[src/rtl/qrca_pkg.sv]
package qrca_pkg;

    localparam int COORD_WIDTH = 32;
    localparam int VW = COORD_WIDTH + 4;
    localparam int MW = VW;
    localparam int PW = 2 * MW;
    localparam int ACCW = PW + 8;
    localparam int AREA_WIDTH = 63;
    localparam int MAX_POLY_VERTICES = 9;
    localparam int POLY_CAP = 2 * MAX_POLY_VERTICES + 1;
    localparam int IW = $clog2(POLY_CAP + 1);
    localparam int MUL_CNT_W = $clog2(MW + 1);
    localparam int DIV_CNT_W = $clog2(PW + 1);

    typedef logic signed [VW-1:0] coord_t;

    typedef struct packed {
        coord_t x;
        coord_t y;
    } vertex_t;

    typedef enum logic [1:0] {
        EDGE_LEFT,
        EDGE_RIGHT,
        EDGE_BOTTOM,
        EDGE_TOP
    } clip_edge_t;

    typedef struct packed {
        logic          shift;
        logic          wr_en;
        logic [IW-1:0] wr_idx;
        vertex_t       wr_data;
    } cell_ctrl_t;

endpackage

[src/rtl/qrca_cell.sv]
module qrca_cell
    import qrca_pkg::*;
(
    input  logic          clk,
    input  cell_ctrl_t    ctrl,
    input  logic [IW-1:0] position,
    input  vertex_t       neighbor,
    output vertex_t       vertex
);

    vertex_t vertex_reg;

    always_ff @(posedge clk)
    begin
        if (ctrl.wr_en && ctrl.wr_idx == position)
        begin
            vertex_reg <= ctrl.wr_data;
        end
        else if (ctrl.shift)
        begin
            vertex_reg <= neighbor;
        end
    end

    assign vertex = vertex_reg;

endmodule

[config.mk]
export PLATFORM = sky130hd
export DESIGN_NAME = qrca_cell
export DESIGN_NICKNAME = d
export VERILOG_FILES = /design/src/rtl/qrca_pkg.sv /design/src/rtl/qrca_cell.sv
export SDC_FILE = /design/constraint.sdc
export NUM_CORES = 1
export LEC_CHECK = 0
export BUFFER_PORTS_ARGS = -buffer_cell sky130_fd_sc_hd__buf_4
export CAP_MARGIN = 20
export CORE_ASPECT_RATIO = 0.75
export CORE_MARGIN = 10
export CORE_UTILIZATION = 37
export CTS_CLUSTER_DIAMETER = 100
export DETAILED_ROUTE_END_ITERATION = 10
export PLACE_DENSITY = 0.87
export SETUP_SLACK_MARGIN = 0.15
export SYNTH_ARGS = -nofsm -noshare
export SYNTH_HDL_FRONTEND = slang
export SYNTH_SLANG_ARGS = --single-unit
[constraint.sdc]
create_clock -name clk -period 2.5 [get_ports clk]
set_clock_uncertainty 0.1 [all_clocks]
set_input_delay 0.375 -clock clk [delete_from_list [all_inputs] [get_ports clk]]
set_output_delay 0.375 -clock clk [all_outputs]
set_load 0.02 [all_outputs]
# Word-level counts from Yosys, hierarchy flattened
# Index checks and enable logic that the tools add are counted.
[word_totals]
word_cells = 7
ram_bits = 0
latch_bits = 0
register_bits = 72
mem_bits_ro = 0
input_bits = 157
output_inout_bits = 72
memories = 0
[op_classes]
eq_ne = 1
multipliers = 0
div = 0
n_addsub = 0
mux = 2
n_reduce_logical = 2
bitwise = 0
order_cmp = 0
n_shift = 0
[ops]
columns = ["op", "n"]
rows = [
  ["72-bit two-way mux", 2],
  ["5-bit equality test", 1],
  ["2-bit nonzero test", 1],
  ["1-bit logical AND", 1],
]

# Longest topological paths before layout
[logic_depth]
word_depth = 3
ltp_mapped = 5

# Least setup slack after synthesis
# Ideal clock, no wire load.
[synth_path]
kind = "input to register"
startpoint = "input port position[0]"
endpoint = "register vertex_reg (netlist bit vertex[0]) (enable)"
setup_ps = 399
cell_stages = 5
required_time_ps = 2001
arrival_ps = 2198
path_slack_ps = -197
cell_sequence = "xnor2_1 -> nand4_1 -> nor3_4 -> buf_6 -> or2_2"
[synth_via]
elab_chain_cells = 3
[synth_lines]
columns = ["element", "line_no", "source"]
rows = [
  ["start: declaration", "qrca_cell.sv:6", "input logic [IW-1:0] position,"],
  ["5-bit equality test", "qrca_cell.sv:15", "if (ctrl.wr_en && ctrl.wr_idx == position)"],
  ["1-bit logical AND", "qrca_cell.sv:15", ""],
  ["2-bit nonzero test (no source line)", "--", ""],
  ["end signal: assignment", "qrca_cell.sv:17", "vertex_reg <= ctrl.wr_data;"],
  ["end signal: assignment", "qrca_cell.sv:21", "vertex_reg <= neighbor;"],
  ["end: declaration", "qrca_cell.sv:11", "vertex_t vertex_reg;"],
]
# Every way passes these cells.
# A chain may end at the register's enable or synchronous reset.

# Worst setup path in the final report
[layout_path]
startpoint = "input port position[0]"
endpoint = "register vertex_reg (netlist bit vertex[23]) (enable)"
# Same word-level chain as after synthesis.

==> metrics.txt <==
Combinational Power Share=0.200; gpl congestion=0.7760; VDD IR-drop max=404.8 uV; # diodes=0; Clock power frac=0.331; DIE HEIGHT=99.58 um; Via Count=2304; Vias/cell=4.590; DRC viols=0; Slew HR=0.8167; worst hold path class=in2reg; mean area per synthesized cell=19.65 um2; Root Driver=clkbuf_16; share of cells above drive strength 1=0.7758; Crit path largest cell delay=0.27 ns; post-cts gate resize count=0; routed len/inst=19.31 um; Critical Path, Cell by Cell=buf_4 -> xnor2_1 -> nand4_1 -> nor3_4 -> buf_12 -> or2_4 -> buf_12; Clock Path Buffers=2; Syn. warnings=0; Gate Count Post-Synth=159; Tmin final=1.946 ns; P per Cell Area=609.2 nW/um2; Crit Path Category=in2reg; worst-path fanout max=42; GRT overflow=0; Nets=552; most common cell in the synthesized netlist=edfxtp_1; critical path data required time=2.40 ns; Core Util, Final=0.6467; Max Cap Violations=0; H-tree depth=3; Critical Path Stages=7; Setup crit start kind=input port; flops & latches, synth=72; Seq/Total Area, Yosys=0.6920; Yosys cell types=9; Final Max Tran Viols=0; cell with the most instances on the worst path=buf_12; TritonCTS clock tree=done; clock slew at reported path FFs=0.05 ns; Post-synth EDFFs=72; cell taking the most area after synthesis=edfxtp_1; placed insts=489; status=completed; # IOs=229; antenna violations before repair=0; count of final hold-check violations=0; hold slack=0.2456 ns; Post-DRT Antenna Nets=0; vias in the first global route=2608; area share of the largest cell type after synthesis=0.6920; CP max stage cell=buf_12; DR pass1 iterations=4; delay-heaviest family, CP=simple AND/OR/NAND/NOR gates; Seq pwr share=0.469; first-pass GRT wire length=14.46 mm; die area=12560 um2; Sw Pwr=0.0007281 W; CP startpoint=position[0]; CP bufs+invs=3; area of the mapped netlist=3124 um2; Worst Max-Slew Pin Slew=0.2740 ns; Area Growth Syn to Fin=66.80%; Num CTS Buffers=9; PortBufs=228; Core Rows=28; Final period util=0.7783; Post-Layout Cell Count=502; largest net degree at the start of global routing=43; final wirelength=9.692 mm; drt initial violations=51; Post-DP HPWL=8.018 mm; Setup crit end kind=register; Area contributors post-synth=edfxtp_1, mux2_2, buf_6; post-CTS setup repair buffer count=0; GRT Total Usage=0.1476; core area=8058 um2; Initial Util=0.3877; Hold Crit Depth=2; asr flop ratio synth=0; top cells by count, synth=edfxtp_1, mux2_2, buf_6, mux2_1, xnor2_1; P_int=0.002446 W; critical path endpoint=vertex[23]; Pleak=2.235 nW; final setup TNS=0 ns; Die Span X=126.1 um; crit path DAT=1.85 ns; CTS Hold Buffers Added=0; final setup violation count=0; Fmax=513.9 MHz; Sw Share=0.2294; max FFs per register=72; clk sinks=72; Synth Net Count=316; Most used DFF post-synth=edfxtp_1; RSZ-0062 raised after global routing=false
area by class of cell:
cell class / instances / area (um2)
clock buffer: 9 / 225.2
clock inverter: 4 / 15.01
fill: 605 / 2846
multi-input combinational: 80 / 885.9
sequential: 72 / 2162
tap: 105 / 131.4
timing repair buffer: 232 / 1792
power by group through the flow:
| stage | registers (W) | clock network, W | logic [W] |
|---|---|---|---|
| 3_3_place_gp | 0.00151 | 0 | 0.000634 |
| 4_1_cts | 0.00149 | 0.00108 | 0.000645 |
| 2_1_floorplan | 0.00166 | 0 | 0.000103 |
| 6_report | 0.00149 | 0.00105 | 0.000635 |
| 3_5_place_dp | 0.00151 | 0 | 0.000644 |
| 5_1_grt | 0.00150 | 0.00115 | 0.000674 |
cell families after synthesis:
logic type,count (synthesis),synth area share
xor+xnor,5,0.01402
simple gates,3,0.009215
mux,72,0.2595
flops,72,0.6920
buf+inv,7,0.02523
placed cells by master, fill, tap and decap left out, drive strengths merged:
master / synthesis / routed
buf: 7 / 232
edfxtp: 72 / 72
mux2: 72 / 72
clkbuf: 0 / 9
clkinv: 0 / 4
xnor2: 3 / 3
xor2: 2 / 2
nand4: 1 / 1
nor3: 1 / 1
or2: 1 / 1
how the worst min path moves through the flow:
stage	from	to	slack, ns
after floorplan	neighbor[62]	vertex[62]	0.48
after global placement	neighbor[64]	vertex[64]	0.57
after detailed placement	neighbor[70]	vertex[70]	0.57
after CTS	neighbor[70]	vertex[70]	0.23
after global routing	neighbor[68]	vertex[68]	0.23
final	neighbor[70]	vertex[70]	0.25
routing by layer:
| metal | GRT usage | routed length (um) |
|---|---|---|
| met1 | 0.1457 | 3445 |
| met2 | 0.2501 | 4839 |
| met3 | 0.09125 | 1244 |
| met4 | 0.05328 | 162 |
| met5 | 0 | 0 |
through the flow:
stage,area [um2],setup WS (ns),power [W]
final,5211,0.5542,0.003175
after floorplan,3127,0.1593,0.001760
after CTS,5211,0.5593,0.003217
after global placement,4971,0.3332,0.002141
after global routing,5211,0.4701,0.003316
after detailed placement,4971,0.2146,0.002155
No activity file was read; power rests on OpenSTA's default activity.
