==> src/rtl/qrca_pkg.sv <==
package qrca_pkg;

    localparam int COORD_WIDTH = 32;
    localparam int VW = COORD_WIDTH + 4;
    localparam int MW = VW;
    localparam int PW = 2 * MW;
    localparam int ACCW = PW + 8;
    localparam int AREA_WIDTH = 63;
    localparam int MAX_POLY_VERTICES = 9;
    localparam int POLY_CAP = 2 * MAX_POLY_VERTICES + 1;
    localparam int IW = $clog2(POLY_CAP + 1);
    localparam int MUL_CNT_W = $clog2(MW + 1);
    localparam int DIV_CNT_W = $clog2(PW + 1);

    typedef logic signed [VW-1:0] coord_t;

    typedef struct packed {
        coord_t x;
        coord_t y;
    } vertex_t;

    typedef enum logic [1:0] {
        EDGE_LEFT,
        EDGE_RIGHT,
        EDGE_BOTTOM,
        EDGE_TOP
    } clip_edge_t;

    typedef struct packed {
        logic          shift;
        logic          wr_en;
        logic [IW-1:0] wr_idx;
        vertex_t       wr_data;
    } cell_ctrl_t;

endpackage

==> src/rtl/qrca_div.sv <==
module qrca_div
    import qrca_pkg::*;
(
    input  logic          clk,
    input  logic          rst_n,
    input  logic          start,
    input  logic [PW-1:0] dividend,
    input  logic [MW-1:0] divisor,
    output logic          done,
    output logic [PW-1:0] quotient,
    output logic [MW-1:0] remainder
);

    logic [PW-1:0]        dq_reg;
    logic [MW-1:0]        rem_reg;
    logic [MW-1:0]        dvs_reg;
    logic [DIV_CNT_W-1:0] cnt_reg;
    logic                 run_reg;
    logic                 done_reg;
    logic [MW:0]          trial;
    logic                 qbit;

    assign trial = {rem_reg, dq_reg[PW-1]};
    assign qbit  = trial >= {1'b0, dvs_reg};

    always_ff @(posedge clk or negedge rst_n)
    begin
        if (!rst_n)
        begin
            run_reg  <= 1'b0;
            done_reg <= 1'b0;
            cnt_reg  <= '0;
        end
        else
        begin
            done_reg <= 1'b0;
            if (start)
            begin
                run_reg <= 1'b1;
                cnt_reg <= DIV_CNT_W'(PW);
            end
            else if (run_reg)
            begin
                cnt_reg <= cnt_reg - 1'b1;
                if (cnt_reg == DIV_CNT_W'(1))
                begin
                    run_reg  <= 1'b0;
                    done_reg <= 1'b1;
                end
            end
        end
    end

    always_ff @(posedge clk)
    begin
        if (start)
        begin
            dq_reg  <= dividend;
            rem_reg <= '0;
            dvs_reg <= divisor;
        end
        else if (run_reg)
        begin
            dq_reg  <= {dq_reg[PW-2:0], qbit};
            rem_reg <= qbit ? MW'(trial - {1'b0, dvs_reg}) : trial[MW-1:0];
        end
    end

    assign done      = done_reg;
    assign quotient  = dq_reg;
    assign remainder = rem_reg;

endmodule

==> config.mk <==
export PLATFORM = sky130hd
export DESIGN_NAME = qrca_div
export DESIGN_NICKNAME = d
export VERILOG_FILES = /design/src/rtl/qrca_pkg.sv /design/src/rtl/qrca_div.sv
export SDC_FILE = /design/constraint.sdc
export NUM_CORES = 1
export LEC_CHECK = 0
export ABC_AREA = 1
export BUFFER_PORTS_ARGS = -buffer_cell sky130_fd_sc_hd__buf_2
export CAP_MARGIN = 20
export CORE_MARGIN = 2
export CORE_UTILIZATION = 57
export DETAILED_ROUTE_END_ITERATION = 12
export PLACE_DENSITY_LB_ADDON = 0.05
export SYNTH_ARGS = -nofsm -noshare
export SYNTH_HDL_FRONTEND = slang
export SYNTH_SLANG_ARGS = --single-unit
export TNS_END_PERCENT = 30
==> constraint.sdc <==
create_clock -name clk -period 9.7 [get_ports clk]
set_input_delay 1.94 -clock clk [delete_from_list [all_inputs] [get_ports clk]]
set_output_delay 1.94 -clock clk [all_outputs]
set_load 0.02 [all_outputs]
; Word-level counts from Yosys, hierarchy flattened
; Cells that the tools add are included.
[word_totals]
out_inout_bits = 109
in_bits = 111
elab_cells = 22
regBits = 153
[op_classes]
mux = 11
reduce_logical = 1
eq_ne = 1
order_cmp = 1
n_addsub = 2
[ops]
columns = operator, n
row1 = 72-bit 2-to-1 mux, 2
row2 = 37-bit by 36-bit greater-or-equal comparator with 1-bit output, 1
row3 = 36-bit 2-to-1 mux, 1
row4 = 36-bit subtractor, 1
row5 = 7-bit 2-to-1 mux, 2
row6 = 7-bit by 1-bit equality test with 1-bit output (second input constant), 1
row7 = 7-bit by 1-bit subtractor with 7-bit output (second input constant), 1
row8 = 1-bit 2-to-1 mux, 6
row9 = 2-bit nonzero test, 1

; Depth between registers and ports, before layout
[logic_depth]
depth_word = 4
depth_mapped = 17
depth_no_buf = 17

; Least setup slack after synthesis
; OpenSTA, ideal clock, no wires.
[synth_timing]
path_kind = input -> register
start = input start
end = register dq_reg[0] (netlist: quotient[0]) (enable)
setup_ps = 466
required_time_ps = 9234
path_slack_ps = 4999
arrival_time_ps = 4234
cell_stages = 3
cell_sequence = nor2_1 -> inv_1 -> clkbuf_1
[synth_via]
elab_chain_len = 1
[synth_rtl]
columns = item, line
row1 = from (decl), qrca_div.sv:6  ; input logic start,
row2 = 2-bit nonzero test (no source line), -
row3 = to (signal assigned), qrca_div.sv:58  ; dq_reg <= dividend;
row4 = to (signal assigned), qrca_div.sv:64  ; dq_reg <= {dq_reg[PW-2:0], qbit};
row5 = to (decl), qrca_div.sv:14  ; logic [PW-1:0] dq_reg;
; No other way between the ends.
; A chain may end at the register's enable or synchronous reset.

==> flow_summary.ini <==
[route]
routed_via_density = 5.004
wl_mm = 24.08
drt_iter0_drc = 604
first_pass_iters = 7
wl_per_cell_um = 14.41
drc = 0
via_count = 8362
postRouteAntennaNets = 0

[floorplanning]
die-area_um2 = 17240
design.core.area_um2 = 15890
placementRows = 46
die_x_um = 131.3
ioPinCount = 220
initial_core_util_pct = 58.17
die_h_um = 131.3

[critical_path]
r2r_slack_ps = 6470
worstPathMaxFanout = 61
r2r-start = dvs_reg[20]$_DFFE_PP_
slowest_delay_ps = 860
end_kind = register
path_cells = buf_4 > buf_4 > nor2_4 > nand3_1 > o21ai_0
slowest_stage = nor2_4
path_class = input port to register
r2r-end = remainder[9]$_SDFFE_PP0P_
cp-start-kind = input port
worstPathRequired_ps = 10040
r2r_cells = 13
crit_arrival_ps = 3850
cpMostUsedCell = buf_4

[global_routing]
antenna_found_initial = 0
grt_pass1_wl_mm = 39.54
grt_usage_pct = 28.29
grt_max_degree = 93
grt-ovfl-total = 0
grt_pass1_vias = 8205

[timing]
hold_viol = 0
fmax_mhz = 284.6
max-slew-margin-rel_pct = 31.97
setup_violations = 0
skew_ps = 12.09
finalMaxSlewViolations = 0
rsz0062_at_grt = false
max_slew.worst_pin.slew_ps = 1017
finalCriticalPeriod_ps = 3514
tns_ps = 0
finalCritPeriodShare_pct = 36.23

[placed_design]
gp_congestion = 0.9275
dp_cells = 1637
io_buffers = 219
dp.final_hpwl_mm = 17.51

[logic_synthesis]
synth_common_cells = 518 x nand2_1, 184 x inv_1, 108 x edfxtp_1
synthArstFlopShare_pct = 5.882
syn_area_um2 = 9240
synth.avg_cell_area_um2 = 7.494
synth_top_cell_area_share_pct = 35.10
synth-edff-count = 108
synth_flop_cell = edfxtp_1
synth_area_leader_cell = edfxtp_1
yosysSeqAreaShare_pct = 45.34
synth_cells = 1233
synth_most_common_cell = nand2_1
synth.area.top_cells = edfxtp_1 35%, nand2_1 21%, dfxtp_1 7.8%
yosysUniqueCellTypes = 40
synth_nets = 1383
ys_ff_latch = 153
ys_warn_count = 0

[status]
status = complete, no violations

[cells_and_area]
nFillCells = 1384
multiInputGateArea_um2 = 4138
nets = 1591
syn_to_final_growth_pct = 19.30
largest_register_ffs = 72
drive_gt1_share_pct = 20.29
seqCellArea_um2 = 4189
final_cells = 1671

[power]
power_density_nw_per_um2 = 270.2
power_leakage_nw = 6.021
peakVddDrop_mv = 0.1402
finalPower_w = 0.002979

[clock_network]
cts_root_buf = clkbuf_16
clkSinkCount = 153
hold_buffers = 0
htree_levels = 4
cts_resized = 0
clock_path_buffers = 2
postCtsSetupBuffers = 0
insertion_delay_ps = 430
cts_made_buffers = 17
clkTransAtPathRegs_ps = 60
cts_tree = yes

[hold_path]
hold_depth = 2
worstHoldPathType = register to register
hold_end = remainder[22]$_SDFFE_PP0P_
hp-start = remainder[22]$_SDFFE_PP0P_

[flow_run]
cap_violations = 0
kinds of logic after synthesis:
logic type | Yosys count | synth area share, %
AOI/OAI and AO/OA | 66 | 3.873
DFF | 153 | 45.34
buffers and inverters | 225 | 9.966
xor gates and xnor gates | 18 | 1.706
adders and majority gates | 39 | 5.362
and+or+nand+nor | 732 | 33.76
routing by layer:
metal | share of wire [%] | track usage, % | vias to the layer above
met5 | 0 | 0 | -
met4 | 3.3 | 11.59 | 0
met3 | 6.2 | 6.520 | 54
met2 | 49 | 48.95 | 245
met1 | 42 | 34.10 | 3771
li1 | - | - | 4292
power by group:
| part | switching [W] | internal [W] |
|---|---|---|
| Sequential | 0.0000862 | 0.000822 |
| Clock | 0.000292 | 0.000342 |
| Combinational | 0.000929 | 0.000506 |
worst max-delay path by stage:
stage / start / slack (ps) / cells after the start / endpoint
global placement: start / 5820 / 5 / remainder[8]$_SDFFE_PP0P_
detailed placement: start / 5720 / 5 / remainder[1]$_SDFFE_PP0P_
global route: start / 5980 / 5 / remainder[1]$_SDFFE_PP0P_
floorplan: start / 5000 / 3 / quotient[0]$_DFFE_PP_
CTS: start / 6170 / 5 / remainder[1]$_SDFFE_PP0P_
finish: start / 6190 / 5 / remainder[1]$_SDFFE_PP0P_
final cells by class:
cell class	instances	area share, %
diodes	1	0.02270
clock buffers	19	4.018
clock inverters	13	0.9989
inverters	190	6.481
multi-input cells	855	37.54
flip-flops and latches	153	38.00
well taps	216	2.452
repair buffers	224	10.49
cell usage in the layout, fill, tap and decap left out, types with 8 or more instances in the layout:
cell type	n
dfxtp_1	36
clkbuf_16	17
nand4_1	9
xnor2_1	17
nand2_1	518
a21oi_1	26
nor2_1	56
nor3_1	12
o21ai_0	21
buf_2	218
inv_1	183
edfxtp_1	108
dfrtp_1	9
nand3_2	15
nand3b_1	20
ha_1	38
o21ai_1	8
nand3_1	80
worst max-delay path, delay by kind of cell:
kind,cells,cell delay (ps)
AND/OR/NAND/NOR,2,1020
buffers and inverters,2,710
AO/OA/AOI/OAI,1,140
stage by stage:
| step | cell area (um^2) | hold WS (ps) | setup slack [ps] | utilization [%] |
|---|---|---|---|---|
| 6_report | 11020 | 482.2 | 6186 | 69.39 |
| 3_3_place_gp | 10440 | 470.9 | 5818 | 65.72 |
| 5_1_grt | 11020 | 521.0 | 5980 | 69.38 |
| 3_5_place_dp | 10440 | 477.0 | 5715 | 65.72 |
| 4_1_cts | 10990 | 486.9 | 6170 | 69.20 |
| 2_1_floorplan | 9240 | 472.6 | 4999 | - |
(Power assumes the default switching activity.)
