==> src/rtl/qrca_pkg.sv <==
package qrca_pkg;

    localparam int COORD_WIDTH = 32;
    localparam int VW = COORD_WIDTH + 4;
    localparam int MW = VW;
    localparam int PW = 2 * MW;
    localparam int ACCW = PW + 8;
    localparam int AREA_WIDTH = 63;
    localparam int MAX_POLY_VERTICES = 9;
    localparam int POLY_CAP = 2 * MAX_POLY_VERTICES + 1;
    localparam int IW = $clog2(POLY_CAP + 1);
    localparam int MUL_CNT_W = $clog2(MW + 1);
    localparam int DIV_CNT_W = $clog2(PW + 1);

    typedef logic signed [VW-1:0] coord_t;

    typedef struct packed {
        coord_t x;
        coord_t y;
    } vertex_t;

    typedef enum logic [1:0] {
        EDGE_LEFT,
        EDGE_RIGHT,
        EDGE_BOTTOM,
        EDGE_TOP
    } clip_edge_t;

    typedef struct packed {
        logic          shift;
        logic          wr_en;
        logic [IW-1:0] wr_idx;
        vertex_t       wr_data;
    } cell_ctrl_t;

endpackage

==> src/rtl/qrca_mul.sv <==
module qrca_mul
    import qrca_pkg::*;
(
    input  logic          clk,
    input  logic          rst_n,
    input  logic          start,
    input  logic [MW-1:0] op_a,
    input  logic [MW-1:0] op_b,
    output logic          done,
    output logic [PW-1:0] product
);

    logic [PW-1:0]        acc_reg;
    logic [PW-1:0]        mcand_reg;
    logic [MW-1:0]        mplier_reg;
    logic [MUL_CNT_W-1:0] cnt_reg;
    logic                 run_reg;
    logic                 done_reg;

    always_ff @(posedge clk or negedge rst_n)
    begin
        if (!rst_n)
        begin
            run_reg  <= 1'b0;
            done_reg <= 1'b0;
            cnt_reg  <= '0;
        end
        else
        begin
            done_reg <= 1'b0;
            if (start)
            begin
                run_reg <= 1'b1;
                cnt_reg <= MUL_CNT_W'(MW);
            end
            else if (run_reg)
            begin
                cnt_reg <= cnt_reg - 1'b1;
                if (cnt_reg == MUL_CNT_W'(1))
                begin
                    run_reg  <= 1'b0;
                    done_reg <= 1'b1;
                end
            end
        end
    end

    always_ff @(posedge clk)
    begin
        if (start)
        begin
            acc_reg    <= '0;
            mcand_reg  <= {{(PW-MW){1'b0}}, op_a};
            mplier_reg <= op_b;
        end
        else if (run_reg)
        begin
            if (mplier_reg[0])
            begin
                acc_reg <= acc_reg + mcand_reg;
            end
            mcand_reg  <= {mcand_reg[PW-2:0], 1'b0};
            mplier_reg <= {1'b0, mplier_reg[MW-1:1]};
        end
    end

    assign done    = done_reg;
    assign product = acc_reg;

endmodule

==> config.mk <==
export PLATFORM = sky130hd
export DESIGN_NAME = qrca_mul
export DESIGN_NICKNAME = d
export VERILOG_FILES = /design/src/rtl/qrca_pkg.sv /design/src/rtl/qrca_mul.sv
export SDC_FILE = /design/constraint.sdc
export NUM_CORES = 1
export LEC_CHECK = 0
export BUFFER_PORTS_ARGS = -buffer_cell sky130_fd_sc_hd__buf_2
export CAP_MARGIN = 20
export CORE_MARGIN = 4
export CORE_UTILIZATION = 59
export DETAILED_ROUTE_END_ITERATION = 8
export MAX_ROUTING_LAYER = met4
export PLACE_DENSITY_LB_ADDON = 0.2
export SKIP_CTS_REPAIR_TIMING = 1
export SYNTH_ARGS = -nofsm -noshare
export SYNTH_HDL_FRONTEND = slang
export SYNTH_SLANG_ARGS = --single-unit
==> constraint.sdc <==
create_clock -name clk -period 4.31 [get_ports clk]
set_clock_uncertainty 0.05 [all_clocks]
set_input_delay 0.431 -clock clk [delete_from_list [all_inputs] [get_ports clk]]
set_output_delay 0.431 -clock clk [all_outputs]
set_load 0.01 [all_outputs]
=== Yosys cells after proc, flatten, opt, wreduce, memory -nomap -nowiden ===
Cells that the tools add are included.

* Eq/ne operators: 1
* Muxes and demuxes: 12
* Reduce and logical (&&, ||, !) cells: 2
* Add/subtract/negate cells: 2

{| class="wikitable"
|+ Operators with widths
! cell !! count
|-
| 36-bit 2-to-1 mux || 4
|-
| 72-bit adder || 1
|-
| 6-bit 2-to-1 mux || 2
|-
| 6-bit by 1-bit == test with 1-bit output (second input constant) || 1
|-
| 1-bit 2-to-1 mux || 6
|-
| 6-bit by 1-bit subtractor with 6-bit output (second input constant) || 1
|-
| 2-bit AND reduction || 1
|-
| 2-bit nonzero test || 1
|}

* Input port bits: 75
* Register bits after elaboration: 188

=== Longest topological paths before layout ===
Gate-level depths: netlist of the first run.

* Word-level depth: 4
* Depth in mapped cells: 13
* Mapped depth without buffers: 13

=== Worst setup path after synthesis of the first run ===
No wires, ideal clock.

* Kind: input to register
* Start point: input port start
* End point: register mcand_reg[0] (enable)
* Path slack: 1,092 ps
* Buffers on the path: 3
* Data required time: 3,834 ps
* Data arrival time: 2,742 ps
* Stages on the path: 5
* Cells stage by stage: clkbuf_1 clkbuf_1 clkbuf_1 nor2_1 inv_1

* Cells in the longest elaborated chain, start to end: 1

{| class="wikitable"
|+ RTL lines
! element !! line !! text
|-
| from (decl) || qrca_mul.sv:6 || <nowiki>input logic start,</nowiki>
|-
| 2-bit nonzero test (no line) || -- ||
|-
| to (signal assigned) || qrca_mul.sv:53 || <nowiki>mcand_reg <= {{(PW-MW){1'b0}}, op_a};</nowiki>
|-
| to (signal assigned) || qrca_mul.sv:62 || <nowiki>mcand_reg <= {mcand_reg[PW-2:0], 1'b0};</nowiki>
|-
| to (decl) || qrca_mul.sv:14 || <nowiki>logic [PW-1:0] mcand_reg;</nowiki>
|}

No other way between the ends.
A chain may end at the register's enable or synchronous reset.

=== Worst setup path after layout of the first run ===
* Start point: register mcand_reg[0]
* End point: register acc_reg[64], in the netlist product[64]

* Cells in the longest elaborated chain, start to end: 1

{| class="wikitable"
|+ RTL lines
! element !! line !! text
|-
| 72-bit adder || qrca_mul.sv:60 || <nowiki>acc_reg <= acc_reg + mcand_reg;</nowiki>
|-
| to (signal assigned) || qrca_mul.sv:60 ||
|-
| to (decl) || qrca_mul.sv:13 || <nowiki>logic [PW-1:0] acc_reg;</nowiki>
|}

No other way between the ends.

==> flow_summary.yaml, run 1 <==
run_status:
  status: "finished clean"
floorplanning:
  die_w_um: 147
  initial_core_util: 0.604
  ioPinCount: 148
  fp.dieH_um: 147
  num_rows: 50
  die_area_mm2: 0.0216
  core_mm2: 0.0188
global_route:
  grt_max_degree: 142
  grt_usage: 0.257
  antenna_found_initial: 0
  overflow: 0
  grt_pass1_wl_mm: 44.7
  grt_pass1_vias: 9034
timing:
  max_slew.worst_pin.slew_ns: 1.07
  period_share: 0.849
  setup_tns_ns: 0
  finalSetupViolations: 0
  final_hold_viol_count: 0
  max_freq_mhz: 273
  slew_viol_final: 0
  rsz0062_at_grt: "no"
  slew_headroom: 0.286
  period_needed_ns: 3.66
clock_tree:
  clk_path_buf_depth: 2
  clock_latency_ns: 0.44
  cts_root_buf: "clkbuf_16"
  htreeDepth: 4
  clk_pin_slew_ns: 0.07
  clock-sinks: 188
  cts_buffers: 17
  cts_tree: "done"
pwr:
  power.total_mw: 5.11
  ir_drop_uv: 281
  leakagePower_nw: 5.80
  power_density_mw_per_mm2: 401
drt:
  via_per_inst: 5.82
  wl_per_cell_um: 16.8
  drc: 0
  ant_nets: 0
  num_vias: 9366
  drtPass1Iterations: 8
  routed_wl_mm: 27.0
  initialDrtViolationCount: 662
yosys:
  ys_seq_area_frac: 0.398
  synth_top_cells_by_count: "nand2_1, a21oi_1, dfxtp_1, nor2_1, ha_1"
  synth_nets: 1373
  async_flop_share: 0.0426
  yosysUniqueCellTypes: 80
  yosysMostFrequentCell: "nand2_1"
  synth_ff_type: "dfxtp_1"
  yosysTopAreaCell: "dfxtp_1"
  synthTopCellsByArea: "dfxtp_1, edfxtp_1, ha_1, mux2_2, a21oi_1"
  synth-seq-cells: 188
  synth_top_cell_area_share: 0.190
  avgSynthCellArea_um2: 9.29
  synth_edf_count: 72
  synth_area_mm2: 0.0114
  yosys_warnings: 0
  syn_inst: 1224
job:
  cap_violations: 0
placed_design:
  dp_hpwl_mm: 19.5
  gp_congestion: 0.957
  portBuffers: 147
finish:
  syn_to_final_growth_pct: 12.2
  nFillCells: 1625
  drive_above_1_share: 0.213
  nets: 1487
  fin_util: 0.677
  diodes: 0
worst_setup_path:
  crit_path_max_fanout: 4
  cp.arrival_ns: 3.96
  crit_path_end_kind: "flip-flop"
  critical-path-slowest-cell: "o31ai_1"
  criticalPathCategory: "reg -> reg"
  critPathRequiredTime_ns: 4.61
  cp-start-kind: "flip-flop"
  crit_chain: "ha_1 -> fa_1 -> a21o_1 -> nand4_1 -> a21boi_4 -> o31ai_1 -> o21ai_1 -> nand3_1 -> o211ai_1 -> a31oi_1 -> o41ai_2 -> and3_1 -> nor4_1"
  slowest_delay_ns: 0.59
min_path:
  hold_class: "in -> reg"
[cell usage in the layout, fill, tap and decap left out, types with 4 or more instances in the layout]
cell type / netlist / routed
nand2_1: 166 / 165
buf_2: 4 / 146
a21oi_1: 136 / 136
dfxtp_1: 108 / 108
nor2_1: 102 / 101
ha_1: 73 / 73
edfxtp_1: 72 / 72
mux2_2: 70 / 70
o21ai_0: 48 / 48
xnor2_1: 37 / 37
mux2i_1: 37 / 37
a21o_1: 30 / 30
nand3_1: 24 / 24
xor2_1: 24 / 24
inv_1: 20 / 19
nand4_1: 18 / 18
nor3_1: 18 / 18
o21bai_1: 17 / 17
clkbuf_16: 0 / 17
a211oi_1: 11 / 11
o21a_1: 10 / 10
and3_1: 9 / 9
or3_1: 7 / 7
a31oi_1: 7 / 7
dfrtp_1: 8 / 7
and2_1: 7 / 6
o211ai_1: 6 / 6
nor4_1: 6 / 6
nand2b_1: 6 / 6
or2_2: 6 / 6
buf_4: 4 / 6
nor2b_1: 5 / 5
clkinv_4: 0 / 5
nand2_2: 3 / 4
o22ai_1: 4 / 4
o221ai_1: 4 / 4
o2111ai_1: 4 / 4
a21boi_0: 4 / 4
a221o_1: 4 / 4
[where the power goes]
group / internal, mW / total, mW / switching (mW)
registers: 2.03 / 2.15 / 0.119
clock network: 0.801 / 1.50 / 0.696
logic: 0.607 / 1.47 / 0.860
[worst max-delay path: cells and delay by family (launching register included)]
family / cells / cell delay [ns]
DFF: 1 / 0.39
adders and majority gates: 2 / 0.66
AOI/OAI and AO/OA: 7 / 1.77
and+or+nand+nor: 4 / 0.70
[layer usage]
layer / global-route usage / vias to the layer above / share of wire
li1: - / 4679 / -
met1: 0.349 / 4400 / 0.48
met2: 0.409 / 257 / 0.47
met3: 0.0435 / 30 / 0.048
met4: 0.0508 / 0 / 0.010
met5: - / - / 0
[layout make-up]
type,count,area (µm²),share of cell area
Multi-Input combinational cell,956,6450,0.506
Sequential cell,188,4530,0.355
Timing Repair Buffer,155,817,0.0641
Clock buffer,20,437,0.0343
Tap cell,260,325,0.0255
Clock inverter,11,114,0.00893
Inverter,20,75.1,0.00589
[worst paths after layout]
check                      cells past startpoint              to    startpoint  slack [ns]
max                                           13     product[64]  mcand_reg[0]        0.65
min                                            2  mplier_reg[35]      op_b[35]        0.22
max reg2reg                                   13     product[64]  mcand_reg[0]        0.65
min reg2reg                                    2     product[27]   product[27]        0.42
max in group asynchronous                      2         run_reg         rst_n        3.71
min in group asynchronous                      2      cnt_reg[5]         rst_n        0.33
[kinds of logic (layout without fill, tap and decap cells)]
logic type | count (synthesis) | after routing | synth area share
AO/OA/AOI/OAI | 321 | 321 | 0.180
XOR/XNOR | 61 | 61 | 0.0470
adder cells (fa/ha/maj) | 74 | 74 | 0.0821
buffers and inverters | 80 | 206 | 0.0347
flip-flops | 188 | 188 | 0.398
multiplexers | 107 | 107 | 0.102
AND/OR/NAND/NOR | 393 | 393 | 0.156
[through the flow]
step	setup slack, ns	hold slack (ns)	std cells	instance area, µm²
final	0.650	0.223	1610	12700
after CTS	0.723	-0.228	1609	12700
after global placement	0.796	0.230	1578	12200
after global routing	0.378	0.226	1610	12700
after detailed placement	0.744	0.228	1578	12200
after floorplan	1.09	0.0854	1224	11400
(Power assumes the default switching activity.)
==> run 2, diff against run 1 <==
CORE_UTILIZATION = 53   (was 59)
clock period = 3 ns   (was 4.31 ns; I/O delays follow)
==> run 2 against run 1 <==
Effect of this change: the run now ends with negative setup slack left; cell count grew 16%; setup slack lost 0.88 ns; sequential power grew 43%; maximum frequency grew 13%; utilization grew 4.7 points; cell area grew 20%; clock power grew 55%; critical path depth shrank 1; sequential share of layout area shrank 5.8 points; die area grew 11%; hold slack lost 0.14 ns; critical path type unchanged.
==> flow_summary.yaml, run 2 (synthesis results as in run 1) <==
worst_setup_path:
  slowest_delay_ns: 0.40
  criticalPathCategory: "reg -> reg"
  r2r-end: "product[67]"
  critical-path-slowest-cell: "edfxtp_1"
  crit_path_end_kind: "flip-flop"
  critPathTopFamily: "simple AND/OR/NAND/NOR gates"
  critPathRequiredTime_ns: 3.28
  path_buf_inv: 0
  r2r_start: "mcand_reg[35]"
  crit_path_max_fanout: 2
  cp.arrival_ns: 3.51
  r2r_setup_slack_ns: -0.23
  crit_chain: "ha_1 -> nand4_1 -> nor3_2 -> nand2_1 -> nor4_2 -> o2111ai_4 -> a2111oi_4 -> or2_4 -> a41oi_4 -> o31ai_2 -> xnor2_1 -> o21ai_1"
  cp-start-kind: "flip-flop"
  reg2reg_depth: 12
drt:
  ant_nets: 0
  num_vias: 10400
  drc: 0
  initialDrtViolationCount: 696
  routed_wl_mm: 31.2
  wl_per_cell_um: 16.8
  drtPass1Iterations: 5
  via_per_inst: 5.60
clock_tree:
  clk_path_buf_depth: 2
  clock_latency_ns: 0.45
  cts_buffers: 17
  cts_tree: "done"
  clock-sinks: 188
  cts_root_buf: "clkbuf_16"
  clk_pin_slew_ns: 0.08
  htreeDepth: 4
pwr:
  power_frac_comb: 0.367
  share_seq_of_total_power: 0.361
  pwr-share-clk: 0.272
  p_int_mw: 5.61
  ir_drop_uv: 381
  power.total_mw: 8.52
  switching_share: 0.341
  leakagePower_nw: 7.16
  power_density_mw_per_mm2: 558
  p_sw_mw: 2.91
floorplanning:
  ioPinCount: 148
  core_mm2: 0.0211
  die_w_um: 154
  num_rows: 53
  initial_core_util: 0.539
  fp.dieH_um: 154
  die_area_mm2: 0.0239
finish:
  final_common_cell: "buf_4"
  nFillCells: 1586
  syn_to_final_growth_pct: 34.3
  layout_common_cells: "buf_4, nand2_1, buf_2"
  nets: 1720
  drive_above_1_share: 0.377
  final_cells: 1860
timing:
  period_needed_ns: 3.23
  slew_viol_final: 0
  slew_headroom: 0.552
  rsz0062_at_grt: "yes"
  max_freq_mhz: 309
  period_share: 1.08
  finalSetupViolations: 22
  final_hold_viol_count: 0
  fin_ws_ns: -0.232
  max_slew.worst_pin.slew_ns: 0.670
min_path:
  hold_class: "in -> reg"
  worstHoldPathCells: 2
  whs_endpoint: "mcand_reg[0]"
  hp-start: "op_a[0]"
placed_design:
  dp_hpwl_mm: 22.6
  gp_congestion: 0.926
  dp_cells: 1807
  portBuffers: 147
global_route:
  grt_usage: 0.255
  overflow: 0
  grt_pass1_wl_mm: 48.9
  antenna_found_initial: 1
  grt_pass1_vias: 10100
  grt_max_degree: 99
run_status:
  status: "complete, but fails checks"
  violations: "negative setup slack"
job:
  cap_violations: 0
## run 2: changes by cell type in the layout (fill, tap and decap cells not counted), sizes merged
cell,change
bufinv,-1
clkbuf,-3
inv,+5
diode,+1
clkinv,+2
buf,+233
clkinvlp,-2
## run 2: how the worst max path moves through the flow
stage	from	endpoint	depth (start not counted)
6_report	mcand_reg[35]	product[67]	12
2_1_floorplan	mcand_reg[18]	product[67]	12
4_1_cts	mcand_reg[0]	product[64]	13
5_1_grt	mcand_reg[35]	product[71]	13
3_3_place_gp	mcand_reg[18]	product[67]	12
3_5_place_dp	mcand_reg[0]	product[64]	13
## run 2: metal layers
layer / track usage / part of all wire
met3: 0.0481 / 0.060
met2: 0.397 / 0.48
met4: 0.0711 / 0.017
met5: - / 0
met1: 0.341 / 0.45
## run 2: layout make-up
| cell class | instances | area, µm² | area share |
|---|---|---|---|
| Antenna cell | 1 | 2.50 | 0.000164 |
| Clock buffer | 17 | 425 | 0.0279 |
| Multi-Input combinational cell | 956 | 7070 | 0.464 |
| Clock inverter | 15 | 183 | 0.0120 |
| Tap cell | 275 | 344 | 0.0225 |
| Timing Repair Buffer | 388 | 2630 | 0.172 |
| Sequential cell | 188 | 4530 | 0.297 |
| Inverter | 20 | 78.8 | 0.00516 |
## run 2: through the flow
stage | hold WS, ns | setup WS [ns] | area (µm²) | util | setup TNS, ns
finish | 0.0856 | -0.232 | 15300 | 0.724 | -2.56
global route | 0.0907 | -0.420 | 15300 | 0.724 | -6.62
CTS | -0.367 | -0.466 | 14500 | 0.686 | -6.84
detailed placement | 0.0984 | -0.395 | 13800 | 0.657 | -5.19
global placement | 0.0987 | -0.272 | 13800 | 0.657 | -3.24
floorplan | -0.0456 | 0.000831 | 11400 | - | 0
## run 2: power groups by stage
stage | registers, mW | clock network, mW | logic, mW
finish | 3.08 | 2.32 | 3.13
global route | 3.10 | 2.45 | 3.42
CTS | 3.05 | 2.34 | 2.88
detailed placement | 3.11 | 0 | 2.84
global placement | 3.10 | 0 | 2.79
floorplan | 3.15 | 0 | 1.53
